===== src/bucket_index_binary_search_assert.svh =====
// Assertion macros for the bucket index search block
`ifndef BUCKET_INDEX_BINARY_SEARCH_ASSERT_SVH
`define BUCKET_INDEX_BINARY_SEARCH_ASSERT_SVH

// same-cycle implication, clocked on clk, idle in reset
`define BISQ_ASSERT_NOW(label, ante, cons, msg) \
    label: assert property (@(posedge clk) disable iff (!rst_n) (ante) |-> (cons)) \
        else $error(msg);

// next-cycle implication, clocked on clk, idle in reset
`define BISQ_ASSERT_NEXT(label, ante, cons, msg) \
    label: assert property (@(posedge clk) disable iff (!rst_n) (ante) |=> (cons)) \
        else $error(msg);

`endif


===== src/bisq_pkg.sv =====
// Shared types and constants for the bucket index search block
`timescale 1ns / 1ps
`default_nettype none

package bisq_pkg;

    localparam int BOUND_INDEX_W  = 8;
    localparam int BUCKET_INDEX_W = 8;
    localparam int BUCKET_COUNT_W = 9;

    typedef enum logic
    {
        OP_WRITE    = 1'b0,
        OP_CLASSIFY = 1'b1
    } op_t;

    // control part of a request travelling along the cell chain
    typedef struct packed
    {
        logic                     valid;
        op_t                      op;
        logic [BOUND_INDEX_W-1:0] bound_index;
    } ctl_t;

    localparam ctl_t CTL_IDLE = '{valid: 1'b0, op: OP_WRITE, bound_index: '0};

endpackage

`default_nettype wire


===== src/bisq_ram.sv =====
// Generic single write port RAM with registered read
`timescale 1ns / 1ps
`default_nettype none

module bisq_ram #(
    parameter int WIDTH = 32,
    parameter int DEPTH = 16,
    localparam int AW   = (DEPTH > 1) ? $clog2(DEPTH) : 1
) (
    input  wire logic             clk,
    input  wire logic             we,
    input  wire logic [AW-1:0]    waddr,
    input  wire logic [WIDTH-1:0] wdata,
    input  wire logic             re,
    input  wire logic [AW-1:0]    raddr,
    output      logic [WIDTH-1:0] rdata
);

    logic [WIDTH-1:0] mem_reg [DEPTH];
    logic [WIDTH-1:0] rd_data_reg;

    always_ff @(posedge clk)
    begin
        if (we)
        begin
            mem_reg[waddr] <= wdata;
        end
        if (re)
        begin
            rd_data_reg <= mem_reg[raddr];
        end
    end

    assign rdata = rd_data_reg;

endmodule

`default_nettype wire


===== src/bisq_cell.sv =====
// One search level: holds the bounds that are pivots at this level
`timescale 1ns / 1ps
`default_nettype none

module bisq_cell #(
    parameter int TABLE_DEPTH = 256,
    parameter int VALUE_BITS  = 32,
    parameter int LEVEL       = 0,
    localparam int IDX_W      = (TABLE_DEPTH > 1) ? $clog2(TABLE_DEPTH) : 1,
    localparam int LW         = IDX_W + 1
) (
    input  wire logic                         clk,
    input  wire logic                         rst_n,
    input  wire logic                         adv,
    input  wire logic [LW-1:0]                limit,
    input  wire bisq_pkg::ctl_t               ctl_in,
    input  wire logic signed [VALUE_BITS-1:0] value_in,
    input  wire logic [IDX_W-1:0]             lo_in,
    output      bisq_pkg::ctl_t               ctl_out,
    output      logic signed [VALUE_BITS-1:0] value_out,
    output      logic [IDX_W-1:0]             lo_out
);

    localparam int S     = IDX_W - 1 - LEVEL;          // step is 2**S
    localparam int DEPTH = 1 << LEVEL;
    localparam int AW    = (LEVEL > 0) ? LEVEL : 1;
    localparam int BIW   = bisq_pkg::BOUND_INDEX_W;
    localparam int CW    = (IDX_W > BIW) ? IDX_W : BIW;
    localparam logic [IDX_W-1:0] STEP     = IDX_W'(1) << S;
    localparam logic [CW-1:0]    LOW_MASK = CW'((1 << S) - 1);
    localparam logic [CW-1:0]    MAX_IDX  = CW'(TABLE_DEPTH - 1);

    logic [CW-1:0]                widx;
    logic                         wr_hit;
    logic                         we;
    logic [IDX_W-1:0]             pivot;
    logic [VALUE_BITS-1:0]        rd_data;

    bisq_pkg::ctl_t               ctl_a_reg;
    logic signed [VALUE_BITS-1:0] value_a_reg;
    logic [IDX_W-1:0]             lo_a_reg;
    logic                         piv_ok_reg;

    bisq_pkg::ctl_t               ctl_out_reg;
    logic signed [VALUE_BITS-1:0] value_out_reg;
    logic [IDX_W-1:0]             lo_out_reg;
    logic                         ge;
    logic [IDX_W-1:0]             lo_next;

    // a bound belongs here when its lowest set bit is the step of this level
    assign widx   = CW'(ctl_in.bound_index);
    assign wr_hit = (widx <= MAX_IDX) && widx[S] && ((widx & LOW_MASK) == '0);
    assign we     = adv && ctl_in.valid && (ctl_in.op == bisq_pkg::OP_WRITE) && wr_hit;
    assign pivot  = lo_in | STEP;

    bisq_ram #(
        .WIDTH (VALUE_BITS),
        .DEPTH (DEPTH)
    ) u_ram (
        .clk   (clk),
        .we    (we),
        .waddr (AW'(widx >> (S + 1))),
        .wdata (value_in),
        .re    (adv),
        .raddr (AW'(pivot >> (S + 1))),
        .rdata (rd_data)
    );

    // stage A: table read in flight
    always_ff @(posedge clk or negedge rst_n)
    begin
        if (!rst_n)
        begin
            ctl_a_reg   <= bisq_pkg::CTL_IDLE;
            ctl_out_reg <= bisq_pkg::CTL_IDLE;
        end
        else if (adv)
        begin
            ctl_a_reg   <= ctl_in;
            ctl_out_reg <= ctl_a_reg;
        end
    end

    always_ff @(posedge clk)
    begin
        if (adv)
        begin
            value_a_reg   <= value_in;
            lo_a_reg      <= lo_in;
            piv_ok_reg    <= {1'b0, pivot} < limit;
            value_out_reg <= value_a_reg;
            lo_out_reg    <= lo_next;
        end
    end

    // stage B: pivots past the bucket count act as bounds above the value
    assign ge      = (ctl_a_reg.op == bisq_pkg::OP_CLASSIFY) && piv_ok_reg
                     && (value_a_reg >= $signed(rd_data));
    assign lo_next = ge ? (lo_a_reg | STEP) : lo_a_reg;

    assign ctl_out   = ctl_out_reg;
    assign value_out = value_out_reg;
    assign lo_out    = lo_out_reg;

endmodule

`default_nettype wire


===== config.mk =====
export PLATFORM = sky130hd
export DESIGN_NAME = bisq_cell
export DESIGN_NICKNAME = d
export VERILOG_FILES = /design/src/bucket_index_binary_search_assert.svh /design/src/bisq_pkg.sv /design/src/bisq_ram.sv /design/src/bisq_cell.sv
export SDC_FILE = /design/constraint.sdc
export NUM_CORES = 1
export LEC_CHECK = 0
export BUFFER_PORTS_ARGS = -buffer_cell sky130_fd_sc_hd__buf_4
export CORE_ASPECT_RATIO = 0.6
export CORE_UTILIZATION = 50
export CTS_CLUSTER_DIAMETER = 120
export DETAILED_ROUTE_END_ITERATION = 8
export PLACE_DENSITY = 0.75
export SYNTH_ARGS = -nofsm -noshare
export SYNTH_HDL_FRONTEND = slang
export SYNTH_SLANG_ARGS = --single-unit

===== constraint.sdc =====
create_clock -name clk -period 2.2 [get_ports clk]
set_input_delay 0.44 -clock clk [delete_from_list [all_inputs] [get_ports clk]]
set_output_delay 0.44 -clock clk [all_outputs]
set_load 0.1 [all_outputs]

# Word-level counts from Yosys, hierarchy flattened
# Memory sizes are Yosys's and may differ from the RTL's. A register that Yosys moved wholly into a read port is not among the register bits.
# Index checks and enable logic that the tools add are counted.
# totals
input_bits	62
output_inout_bits	50
ramBits	32
reg_bits	101
word_cells	27
n_memories	1
# op_classes
reduce_logical	8
mux	2
bitwise	1
n_lt_le_gt_ge	3
# mem_list
name	depth	width	read_ports	rd_clocked_by_memory_dff	write_ports	line_no	text
u_ram.mem_reg	1	32	1	1	1	bisq_ram.sv:19	logic [WIDTH-1:0] mem_reg [DEPTH];
# op_table
operator	count
32-bit greater-or-equal comparator	1
8-bit by 9-bit < comparator with 1-bit output	1
8-bit less-or-equal comparator (second input constant)	1
8-bit zero test	1
1-bit logical AND	7
1-bit 2-to-1 mux	2
1-bit NOT	1

# Logic depth before layout (Yosys ltp)
# Gate-level depths: netlist of the first run.
# logic_depth
depth_word	6
depth_mapped	8
ltp_nobuf	8

# Modules after synthesis
# From an unflattened synthesis of the first run, not the netlist that was laid out.
# unflattened
hier_cells	330
hier_area_um2	6104.6
# modules_own_cells
mod	cells_each	area_per_inst_um2	n_inst	seq_area_each_um2
bisq_cell	266	4182.8	1	2932.8
bisq_ram	64	1921.8	1	1921.8

# Least setup slack after synthesis of the first run
# Ideal clock, no wire load.
# synth_path
path_type	input port to flip-flop
from	input port adv
to	memory u_ram.mem_reg[0][0] (enable)
t_required_ns	1.695
arrival_time_ns	3.978
path_slack_ns	-2.283
n_path_buf	1
setup_ns	0.505
cell_stages	3
path_cell_list	buf_1 -> nand4_1 -> nor4_1
# synth_via
elab_chain_cells	5
# synth_rtl
item	line_no	text
from (decl)	bisq_cell.sv:14	input wire logic adv,
1-bit logical AND (3 in a row)	bisq_cell.sv:53	assign we = adv && ctl_in.valid && (ctl_in.op == bisq_pkg::OP_WRITE) && wr_hit;
via u_ram.we	bisq_ram.sv:11	input wire logic we,
1-bit 2-to-1 mux	bisq_ram.sv:24	if (we)
1-bit 2-to-1 mux (not written as such)	bisq_ram.sv:26	mem_reg[waddr] <= wdata;
to (decl)	bisq_ram.sv:19	
# The timed path passes the listed nets, and every way through them passes these cells.

# Worst setup path after layout of the first run
# layout_path
from	register u_ram.rd_data_reg[30], in the netlist u_ram.rdata[30] (read register of u_ram.mem_reg)
to	register lo_out_reg[7], in the netlist lo_out[7], data pin
# layout_via
elab_chain_cells	2
# layout_rtl
item	line_no	text
from (decl)	bisq_ram.sv:20	logic [WIDTH-1:0] rd_data_reg;
32-bit greater-or-equal comparator	bisq_cell.sv:98	&& (value_a_reg >= $signed(rd_data));
1-bit logical AND	bisq_cell.sv:98	
to (signal assigned)	bisq_cell.sv:92	lo_out_reg <= lo_next;
to (decl)	bisq_cell.sv:46	logic [IDX_W-1:0] lo_out_reg;
# Every way passes these cells.
# A chain may end at the register's enable or synchronous reset.

==> results of run 1 <==
## kinds of logic after synthesis
logic type      Yosys count
flops                   165
buf+inv                  42
xor+xnor                  1
compound gates           30
simple gates             33
mux                      20
fa+ha+maj                38
## worst paths after layout
| path | start | to | slack, ns | depth (start not counted) |
|---|---|---|---|---|
| min reg2reg | u_ram.mem_reg[0][5] | u_ram.rdata[5] | 0.41 | 0 |
| max reg2reg | u_ram.rdata[30] | lo_out[7] | 0.07 | 8 |
| max in group asynchronous | rst_n | ctl_a_reg[9] | 1.53 | 2 |
| min | value_in[10] | value_a_reg[10] | 0.21 | 1 |
| max | u_ram.rdata[30] | lo_out[7] | 0.07 | 8 |
| min in group asynchronous | rst_n | ctl_out[6] | 0.46 | 2 |
## layout by cell type, fill, tap and decap left out, types with 3 or more instances in the layout
cell / count
inv_1: 39
nor2_1: 6
mux2_2: 4
mux2_1: 16
o21ai_0: 6
inv_6: 5
a21oi_1: 10
ha_1: 35
dfrtp_1: 20
nand2_1: 8
clkbuf_16: 17
clkinv_4: 3
ha_4: 3
edfxtp_1: 145
nor2b_1: 3
nand3_1: 3
nand4_1: 5
buf_4: 114
## layout make-up
cell class | count | area, um^2 | area share, %
sequential | 165 | 4850 | 61.9
multi-input combinational | 122 | 1170 | 15.0
timing repair buffer | 117 | 906 | 11.6
clock buffer | 19 | 433 | 5.52
tap | 160 | 200 | 2.55
inverter | 40 | 150 | 1.91
clock inverter | 13 | 124 | 1.58
## power by group
part           internal [uW]  total, uW  switching [uW]  leakage, uW
logic                    285       1080             791      0.00127
registers               3600       3690            81.6      0.00163
clock network           1580       2780            1200     0.000267
total                   5460       7540            2070      0.00316
## metal layers
layer  track usage [%]  up-vias
li1                  -     1516
met1              25.0     1569
met2              27.7       85
met3              5.58       13
met4              7.46        0
met5                 0        -
## repair_timing
item,4_1_cts,5_1_grt
hold buffers,1,0
resized for setup,1,10
setup buffers,1,1
hold endpoints to repair,20,0
pin swaps,6,3
endpoints found under the setup margin,1,1
## through the flow
stage | cells | power, uW | cell area [um^2] | utilization [%] | setup WS [ns]
global placement | 601 | 4780 | 7200 | 62.0 | 0.0239
floorplan | 329 | 4450 | 6120 | - | -0.183
finish | 636 | 7540 | 7840 | 67.6 | 0.0651
global route | 636 | 7790 | 7840 | 67.6 | -0.0249
CTS | 635 | 7600 | 7770 | 67.0 | 0.0239
detailed placement | 601 | 4810 | 7200 | 62.0 | -0.0220
==> summary.md, run 1 <==
| Metric | Value |
|---|---|
| WL/cell | 17.0 um |
| P per Cell Area | 961 nW/um^2 |
| Largest area contributor in the netlist | edfxtp_1 |
| Yosys top cell area share | 71.4% |
| FP Rows | 30 |
| Clock tree buffer depth | 2 |
| CTS tree | done |
| Synth top cells by count | 145 x edfxtp_1, 40 x inv_1, 38 x ha_1, 20 x dfrtp_1, 16 x mux2_1 |
| Initial antenna violation count | 0 |
| Chip height | 87.6 um |
| DR iter-0 viols | 148 |
| Clk slew on worst S/H paths | 0.07 ns |
| Nets | 563 |
| Synth Flop Type | edfxtp_1 |
| Die Wd | 145 um |
| Slew @ Worst Pin | 0.638 ns |
| Final Skew | 0.0105 ns |
| Layout cell share with drive strength beyond 1 | 34.2% |
| VDD IR-drop max | 0.461 mV |
| Sequential cell area fraction in the yosys report | 79.6% |
| Antenna-violating nets left | 0 |
| DRC viols | 0 |
| Metal2 WL | 5040 um |
| Placer Congestion | 0.762 |
| Maxcap violations | 0 |
| Post-Synth Simple-Gate Area | 2.89% |
| Total track usage | 18.3% |
| Synth Register Bits | 165 |
| Htree depth | 4 |
| CP Capture Type | flip-flop |
| Input/output buffers | 111 |
| Status | completed |
| Mapped Area | 6100 um^2 |
| Synth area leaders | edfxtp_1 71%, dfrtp_1 8.2%, ha_1 7.8% |
| Fillers | 778 |
| Critical Path AT | 2.29 ns |
| ANT cells | 0 |
| M1 wire length | 5010 um |
| CP max-delay cell | edfxtp_1 |
| Via-per-instance ratio | 5.00 |
| Total grt overflow | 0 |
| CP top delay family | compound AO/OA/AOI/OAI gates |
| Critical path type | reg -> reg |
| Final min period | 2.13 ns |
| Setup violators final | 0 |
| Most frequent cell after synthesis | edfxtp_1 |
| Library cells used by synthesis | 31 |
| CTS Buf Count | 17 |
| Async set-reset flop share out of synthesis | 12.1% |
| Vias in the first global route | 3201 |
| Yosys warning total | 0 |
| TritonRoute pass-1 iters | 4 |
| Core ar. | 11600 um^2 |
| Max Freq | 0.468 GHz |
| Multiplexer area fraction after synthesis | 3.69% |
| Total number of vias | 3183 |
| WP data required | 2.35 ns |
| XOR/XNOR Fraction of Synth Area | 0.144% |
| Sum of negative setup slack | 0 ns |
| Die area | 12700 um^2 |
| Pleak | 0.00316 uW |
| Buf+Inv Stages, Crit Path | 1 |
| First-pass GRT wire length | 16400 um |
| Slew margin rel. | 57.5% |
| CP startpoint kind | flip-flop |
| Adder-cell share of the synthesized area | 7.79% |
| Largest net degree at the start of global routing | 84 |
| CTS Sinks | 165 |
| Layout area overhead | 28.5% |
| Hold WS | 0.211 ns |
| Critical path's largest stage delay | 0.37 ns |
| Root buffer cell | clkbuf_16 |
| Number of synthesized flops with an enable pin | 145 |
| Detail Placement HPWL | 7420 um |
| Met3 WL | 639 um |
| Mapped Avg Cell Area | 18.5 um^2 |
| Pins Over Slew Limit | 0 |
| Crit-path cells | inv_1 -> ha_4 -> a21oi_1 -> nand2_1 -> a221oi_2 -> o211ai_1 -> xnor2_1 -> a311o_1 |
| I/O pins | 112 |
| Final WL | 10800 um |
| RSZ-0062 raised after global routing | yes |
| Worst-Skew Late Latency | 0.41 ns |
| Worst Hold Class | in -> reg |
| Post-Synthesis Net Count | 429 |
| Critical path peak fanout | 3 |
| Synth Instances | 329 |
| Synth Area in Compound Gates | 3.32% |
| Largest family of logic cells by synthesized area | adder cells |
| Top Layer Used | met4 |
| Starting Density | 52.6% |
| Hold Vio Cnt, Final | 0 |
| Period utilization | 97.0% |
No activity file was read; power rests on OpenSTA's default activity.
==> inputs of run 2 (changes only) <==
Settings changed: CORE_UTILIZATION 50 to 55, PLACE_DENSITY 0.75 to 0.78.
Clock period 2.2 ns to 2 ns, I/O delays scaled along.
==> run 2 against run 1 <==
The flow now finishes with violations (setup timing); global-route usage up 1.9 points; via count rose by 0.88%; core utilization grew 7.5 points; clock power increased by 15%; largest power group unchanged; first-iteration DRC count rose by 20%; critical path type unchanged.
==> summary.md, run 2 (synthesized netlist as in run 1, its figures left out) <==
| Metric | Value |
|---|---|
| Crit-path cells | ha_4 -> a21oi_2 -> nand2_1 -> a221oi_2 -> o211ai_1 -> xnor2_1 -> a311o_1 |
| Largest net degree at the start of global routing | 54 (-36%) |
| Clock tree buffer depth | 2 (unchanged) |
| Maxcap violations | 0 (unchanged) |
| VDD IR-drop max | 0.852 mV (+85%) |
| Via-per-instance ratio | 5.15 (+2.8%) |
| Chip height | 83.6 um (-4.5%) |
| Pins Over Slew Limit | 0 (unchanged) |
| Antenna-violating nets left | 0 (unchanged) |
| Worst Hold Class | in -> reg |
| Buf+Inv Stages, Crit Path | 0 (-1) |
| DR iter-0 viols | 178 (+20%) |
| Slew margin rel. | 72.6% (+15 points) |
| Inst Count DP | 585 (-2.7%) |
| Commonest non-fill, non-tap cells in the layout | 145 x edfxtp_1, 121 x buf_4, 38 x inv_1, 29 x ha_1, 20 x dfrtp_1 |
| Pleak | 0.00323 uW (+2.4%) |
| Placer Congestion | 0.783 (+2.9%) |
| Input/output buffers | 111 (unchanged) |
| WP data required | 2.16 ns (-0.19 ns) |
| CP Capture Type | flip-flop |
| Hold Vio Cnt, Final | 0 (unchanged) |
| WL/cell | 17.8 um (+4.6%) |
| Core ar. | 10700 um^2 (-8.0%) |
| Clk slew on worst S/H paths | 0.06 ns (about the same) |
| Setup violators final | 1 (+1) |
| Pwr Total | 8480 uW (+13%) |
| CP top delay family | compound AO/OA/AOI/OAI gates |
| DRC viols | 0 (unchanged) |
| Post-layout util | 75.1% (+7.5 points) |
| CP max-delay cell | edfxtp_1 |
| ANT cells | 0 (unchanged) |
| Hold_sp | lo_in[7] |
| Die Wd | 138 um (-4.6%) |
| Final Skew | 0.0101 ns (-0.000346 ns) |
| Non-Filler Instances | 624 (-1.9%) |
| Final min period | 2.19 ns (+0.0566 ns) |
| Critical path type | reg -> reg |
| Period utilization | 110% (+13 points) |
| Total number of vias | 3211 (+0.88%) |
| Final WL | 11100 um (+2.6%) |
| First-pass GRT wire length | 16500 um (+0.13%) |
| Max Freq | 0.456 GHz (-2.6%) |
| Htree depth | 4 (unchanged) |
| Commonest non-fill, non-tap cell in the layout | edfxtp_1 |
| Critical Path AT | 2.35 ns (+0.06 ns) |
| Starting Density | 57.2% (+4.6 points) |
| Fillers | 633 (-19%) |
| RSZ-0062 raised after global routing | yes |
| Violated checks | setup timing |
| Worst-Skew Late Latency | 0.42 ns (about the same) |
| Hold WS | 0.161 ns (-0.0501 ns) |
| I/O pins | 112 (unchanged) |
| TritonRoute pass-1 iters | 5 (+1) |
| Vias in the first global route | 3128 (-2.3%) |
| Total grt overflow | 0 (unchanged) |
| FP Rows | 29 (-3.3%) |
| Initial antenna violation count | 0 (unchanged) |
| Place WS | -0.212 ns (-0.190 ns) |
| Root buffer cell | clkbuf_16 |
| CP startpoint kind | flip-flop |
| Critical path peak fanout | 3 (unchanged) |
| P per Cell Area | 1060 nW/um^2 (+10%) |
| Post-route worst setup slack | -0.192 ns (-0.257 ns) |
| Total track usage | 20.2% (+1.9 points) |
| Nets | 572 (+1.6%) |
| Die area | 11500 um^2 (-8.9%) |
| Detail Placement HPWL | 7130 um (-3.9%) |
| CTS Buf Count | 17 (unchanged) |
| R2R Path Start | value_a_reg[30] |
| Critical path's largest stage delay | 0.45 ns (+0.08 ns) |
| Status | finished with violations |
| CTS tree | done |
| CTS Sinks | 165 (unchanged) |
| Layout area overhead | 31.4% |
| R2r setup slk | -0.19 ns (-0.26 ns) |
| Slew @ Worst Pin | 0.406 ns (-0.232 ns) |
| Critical Path Start | value_a_reg[30] |
| Layout cell share with drive strength beyond 1 | 37.1% (+2.9 points) |
==> run 2: final cells by class <==
type                       count  area [um^2]  share of cell area, %
sequential                   165         4850                   60.6
timing repair buffer         126          998                   12.5
tap                          139          174                   2.17
clock buffer                  21          460                   5.74
clock inverter                11          126                   1.58
inverter                      40          150                   1.87
multi-input combinational    122         1250                   15.6
==> run 2: final timing paths <==
check	endpoint	cells past startpoint
max in group asynchronous	ctl_out[1]	2
setup reg to reg	lo_out[7]	7
hold reg to reg	u_ram.rdata[30]	0
min in group asynchronous	ctl_a_reg[5]	2
hold / removal	lo_a_reg[7]	1
setup / recovery	lo_out[7]	7
==> run 2: power breakdown <==
group          total [uW]  switching (uW)  internal [uW]
combinational        1230             886            348
sequential           4060            93.4           3960
clock                3190            1280           1910
==> run 2: layer usage <==
layer | up-vias | GRT usage, % | wire length [um] | part of all wire [%]
li1 | 1530 | - | - | -
met1 | 1560 | 28.2 | 4970 | 45
met2 | 117 | 29.3 | 5240 | 47
met3 | 4 | 7.77 | 837 | 7.6
met4 | 0 | 6.32 | 38 | 0.34
met5 | - | 0 | 0 | 0
==> run 2: per-stage QoR <==
step / instance area [um^2] / setup TNS [ns]
6_report: 8020 / -0.192
5_1_grt: 8020 / -0.267
4_1_cts: 7960 / -0.126
3_5_place_dp: 7230 / -0.212
3_3_place_gp: 7230 / -0.124
2_1_floorplan: 6120 / -10.99
==> run 2: repair_timing <==
item,in CTS,in global routing
endpoints found under the hold margin,20,0
gates resized for setup,10,9
hold buffers,1,0
setup endpoints to repair,1,1
pin swaps,11,8
setup buffers,5,1
==> inputs of run 3 (changes only) <==
Settings changed: CELL_PAD_IN_SITES_DETAIL_PLACEMENT set to 0, CELL_PAD_IN_SITES_GLOBAL_PLACEMENT set to 1, CORE_UTILIZATION 55 to 35, PLACE_DENSITY 0.78 to 0.61.
==> run 3 against run 2 <==
The run still ends with setup timing left; final area up 1.2%; final cell count up 15%; clock power up 6.6%; non-clock buffer count up 4; critical endpoint unchanged; register-to-register slack better by 0.12 ns; power up 2.0%; largest cell class unchanged; core utilization down 26 points; worst hold slack better by 0.0075 ns; critical path depth up 1; die area up 56%; sequential share of layout area down 0.69 points; maximum frequency up 5.6%.
==> summary.md, run 3 (synthesized netlist as in run 1, its figures left out) <==
| Metric | Value |
|---|---|
| Status | finished with violations |
| Violated checks | setup timing |
| Critical path type | reg -> reg |
| Slew margin rel. | 50.8% (-22 points) |
| Max Freq | 0.482 GHz (+5.6%) |
| Placed cell areas | 7410 um^2 (+2.4%) |
| Slew @ Worst Pin | 0.729 ns (+0.323 ns) |
| Largest net degree at the start of global routing | 56 (+3.7%) |
| Post-route worst setup slack | -0.0760 ns (+0.116 ns) |
| Layout area overhead | 32.9% |
| WL/cell | 15.2 um (-15%) |
| Die area | 18000 um^2 (+56%) |
| Starting Density | 36.7% (-20 points) |
| Maxcap violations | 0 (unchanged) |
| CP max-delay cell | edfxtp_1 |
| Total track usage | 12.9% (-7.3 points) |
| I/O pins | 112 (unchanged) |
| Clock tree buffer depth | 2 (unchanged) |
| Fillers | 1420 (+120%) |
| CP startpoint kind | flip-flop |
| Pleak | 0.00327 uW (+1.0%) |
| CP top delay family | compound AO/OA/AOI/OAI gates |
| Input/output buffers | 111 (unchanged) |
| ANT cells | 0 (unchanged) |
| Hold Vio Cnt, Final | 0 (unchanged) |
| Core ar. | 16600 um^2 (+56%) |
| Commonest non-fill, non-tap cells in the layout | 145 x edfxtp_1, 124 x buf_4, 39 x inv_1, 35 x ha_1, 20 x dfrtp_1 |
| Final min period | 2.08 ns (-0.116 ns) |
| Final Skew | 0.0135 ns (+0.00341 ns) |
| CTS tree | done |
| Detail Placement HPWL | 7570 um (+6.2%) |
| Layout cell share with drive strength beyond 1 | 36.2% (-0.92 points) |
| Critical path peak fanout | 2 (-1) |
| DR iter-0 viols | 147 (-17%) |
| R2r setup slk | -0.08 ns (+0.12 ns) |
| P per Cell Area | 1070 nW/um^2 (+0.87%) |
| DRC viols | 0 (unchanged) |
| Total grt overflow | 0 (unchanged) |
| Commonest non-fill, non-tap cell in the layout | edfxtp_1 |
| Final WL | 10900 um (-1.8%) |
| Total number of vias | 3143 (-2.1%) |
| Vias in the first global route | 3142 (+0.45%) |
| Buf+Inv Stages, Crit Path | 1 (+1) |
| CTS Sinks | 165 (unchanged) |
| Worst-Skew Late Latency | 0.41 ns (about the same) |
| Die Wd | 172 um (+25%) |
| CTS Buf Count | 17 (unchanged) |
| Root buffer cell | clkbuf_16 |
| Critical path's largest stage delay | 0.38 ns (-0.07 ns) |
| Period utilization | 104% (-5.8 points) |
| Antenna-violating nets left | 0 (unchanged) |
| Worst Hold Class | in -> reg |
| First-pass GRT wire length | 17000 um (+3.1%) |
| Clk slew on worst S/H paths | 0.07 ns (about the same) |
| Place WS | -0.168 ns (+0.0447 ns) |
| Fin area | 8110 um^2 (+1.2%) |
| Nets | 576 (+0.70%) |
| CP Capture Type | flip-flop |
| WP data required | 2.15 ns (about the same) |
| VDD IR-drop max | 0.472 mV (-45%) |
| Placer Congestion | 0.727 (-7.2%) |
| TritonRoute pass-1 iters | 4 (-1) |
| Setup violators final | 1 (unchanged) |
| FP Rows | 36 (+24%) |
| Pwr Total | 8660 uW (+2.0%) |
| Initial antenna violation count | 0 (unchanged) |
| Pins Over Slew Limit | 0 (unchanged) |
| Non-Filler Instances | 717 (+15%) |
| Via-per-instance ratio | 4.38 (-15%) |
| Inst Count DP | 682 (+17%) |
| Critical Path AT | 2.23 ns (-0.12 ns) |
| Chip height | 104 um (+25%) |
| Htree depth | 4 (unchanged) |
| RSZ-0062 raised after global routing | yes |
| Crit-path cells | inv_1 -> ha_1 -> nand2b_4 -> a2111oi_4 -> a2111oi_2 -> a311oi_1 -> a31oi_1 -> a311o_1 |
==> run 3: cell types whose count changed in the layout (fill, tap and decap cells not counted), sizes merged <==
cell | previous run | this run
buf | 125 | 129
bufinv | 2 | 3
clkbuf | 21 | 17
clkinv | 7 | 3
clkinvlp | 0 | 1
inv | 42 | 48
==> run 3: power breakdown <==
part | switching (uW) | internal [uW]
Sequential | 83.2 | 3960
Clock | 1390 | 2010
Combinational | 873 | 338
==> run 3: metrics by stage <==
step	hold WS, ns	TNS [ns]	util (%)
after floorplan	0.104	-10.99	-
after global placement	0.290	-0.243	44.6
after detailed placement	0.289	-0.254	44.6
after CTS	0.155	-0.136	48.5
after global routing	0.152	-0.193	48.8
final	0.168	-0.0760	48.8
==> run 3: path summary, 6_finish.rpt <==
check / startpoint / to / cells past startpoint
min reg2reg: u_ram.mem_reg[0][30] / u_ram.rdata[30] / 0
min in group asynchronous: rst_n / ctl_a_reg[6] / 2
max: value_a_reg[0] / lo_out[7] / 8
max in group asynchronous: rst_n / ctl_out[9] / 2
max reg2reg: value_a_reg[0] / lo_out[7] / 8
min: lo_in[0] / lo_a_reg[0] / 1
==> run 3: cell type report <==
cell class	count	area [um^2]	share of cell area, %
Clock inverter	15	193	2.38
Tap cell	228	285	3.52
Clock buffer	17	425	5.25
Timing Repair Buffer	130	1030	12.7
Inverter	40	150	1.85
Sequential cell	165	4850	59.9
Multi-Input combinational cell	122	1170	14.4
==> run 3: worst reg2reg max path, delay by kind of cell (launching register included) <==
kind / cells / cell delay (ns)
buf+inv: 1 / 0.07
compound gates: 5 / 1.01
flops: 1 / 0.38
simple gates: 1 / 0.15
fa+ha+maj: 1 / 0.22
==> run 3: repair_timing <==
item                                    CTS  global route
endpoints found under the setup margin    1             1
endpoints found under the hold margin    20             0
resized for setup                         2             8
hold buffers                              1             0
pin swaps                                 4             4
buffers inserted                          1             1
==> run 3: per-layer routing <==
layer	global-route usage, %	vias to the layer above	wire, um
met5	0	-	0
met4	4.36	0	124
met3	5.48	11	878
met2	17.7	75	4630
met1	18.1	1518	5260
li1	-	1539	-
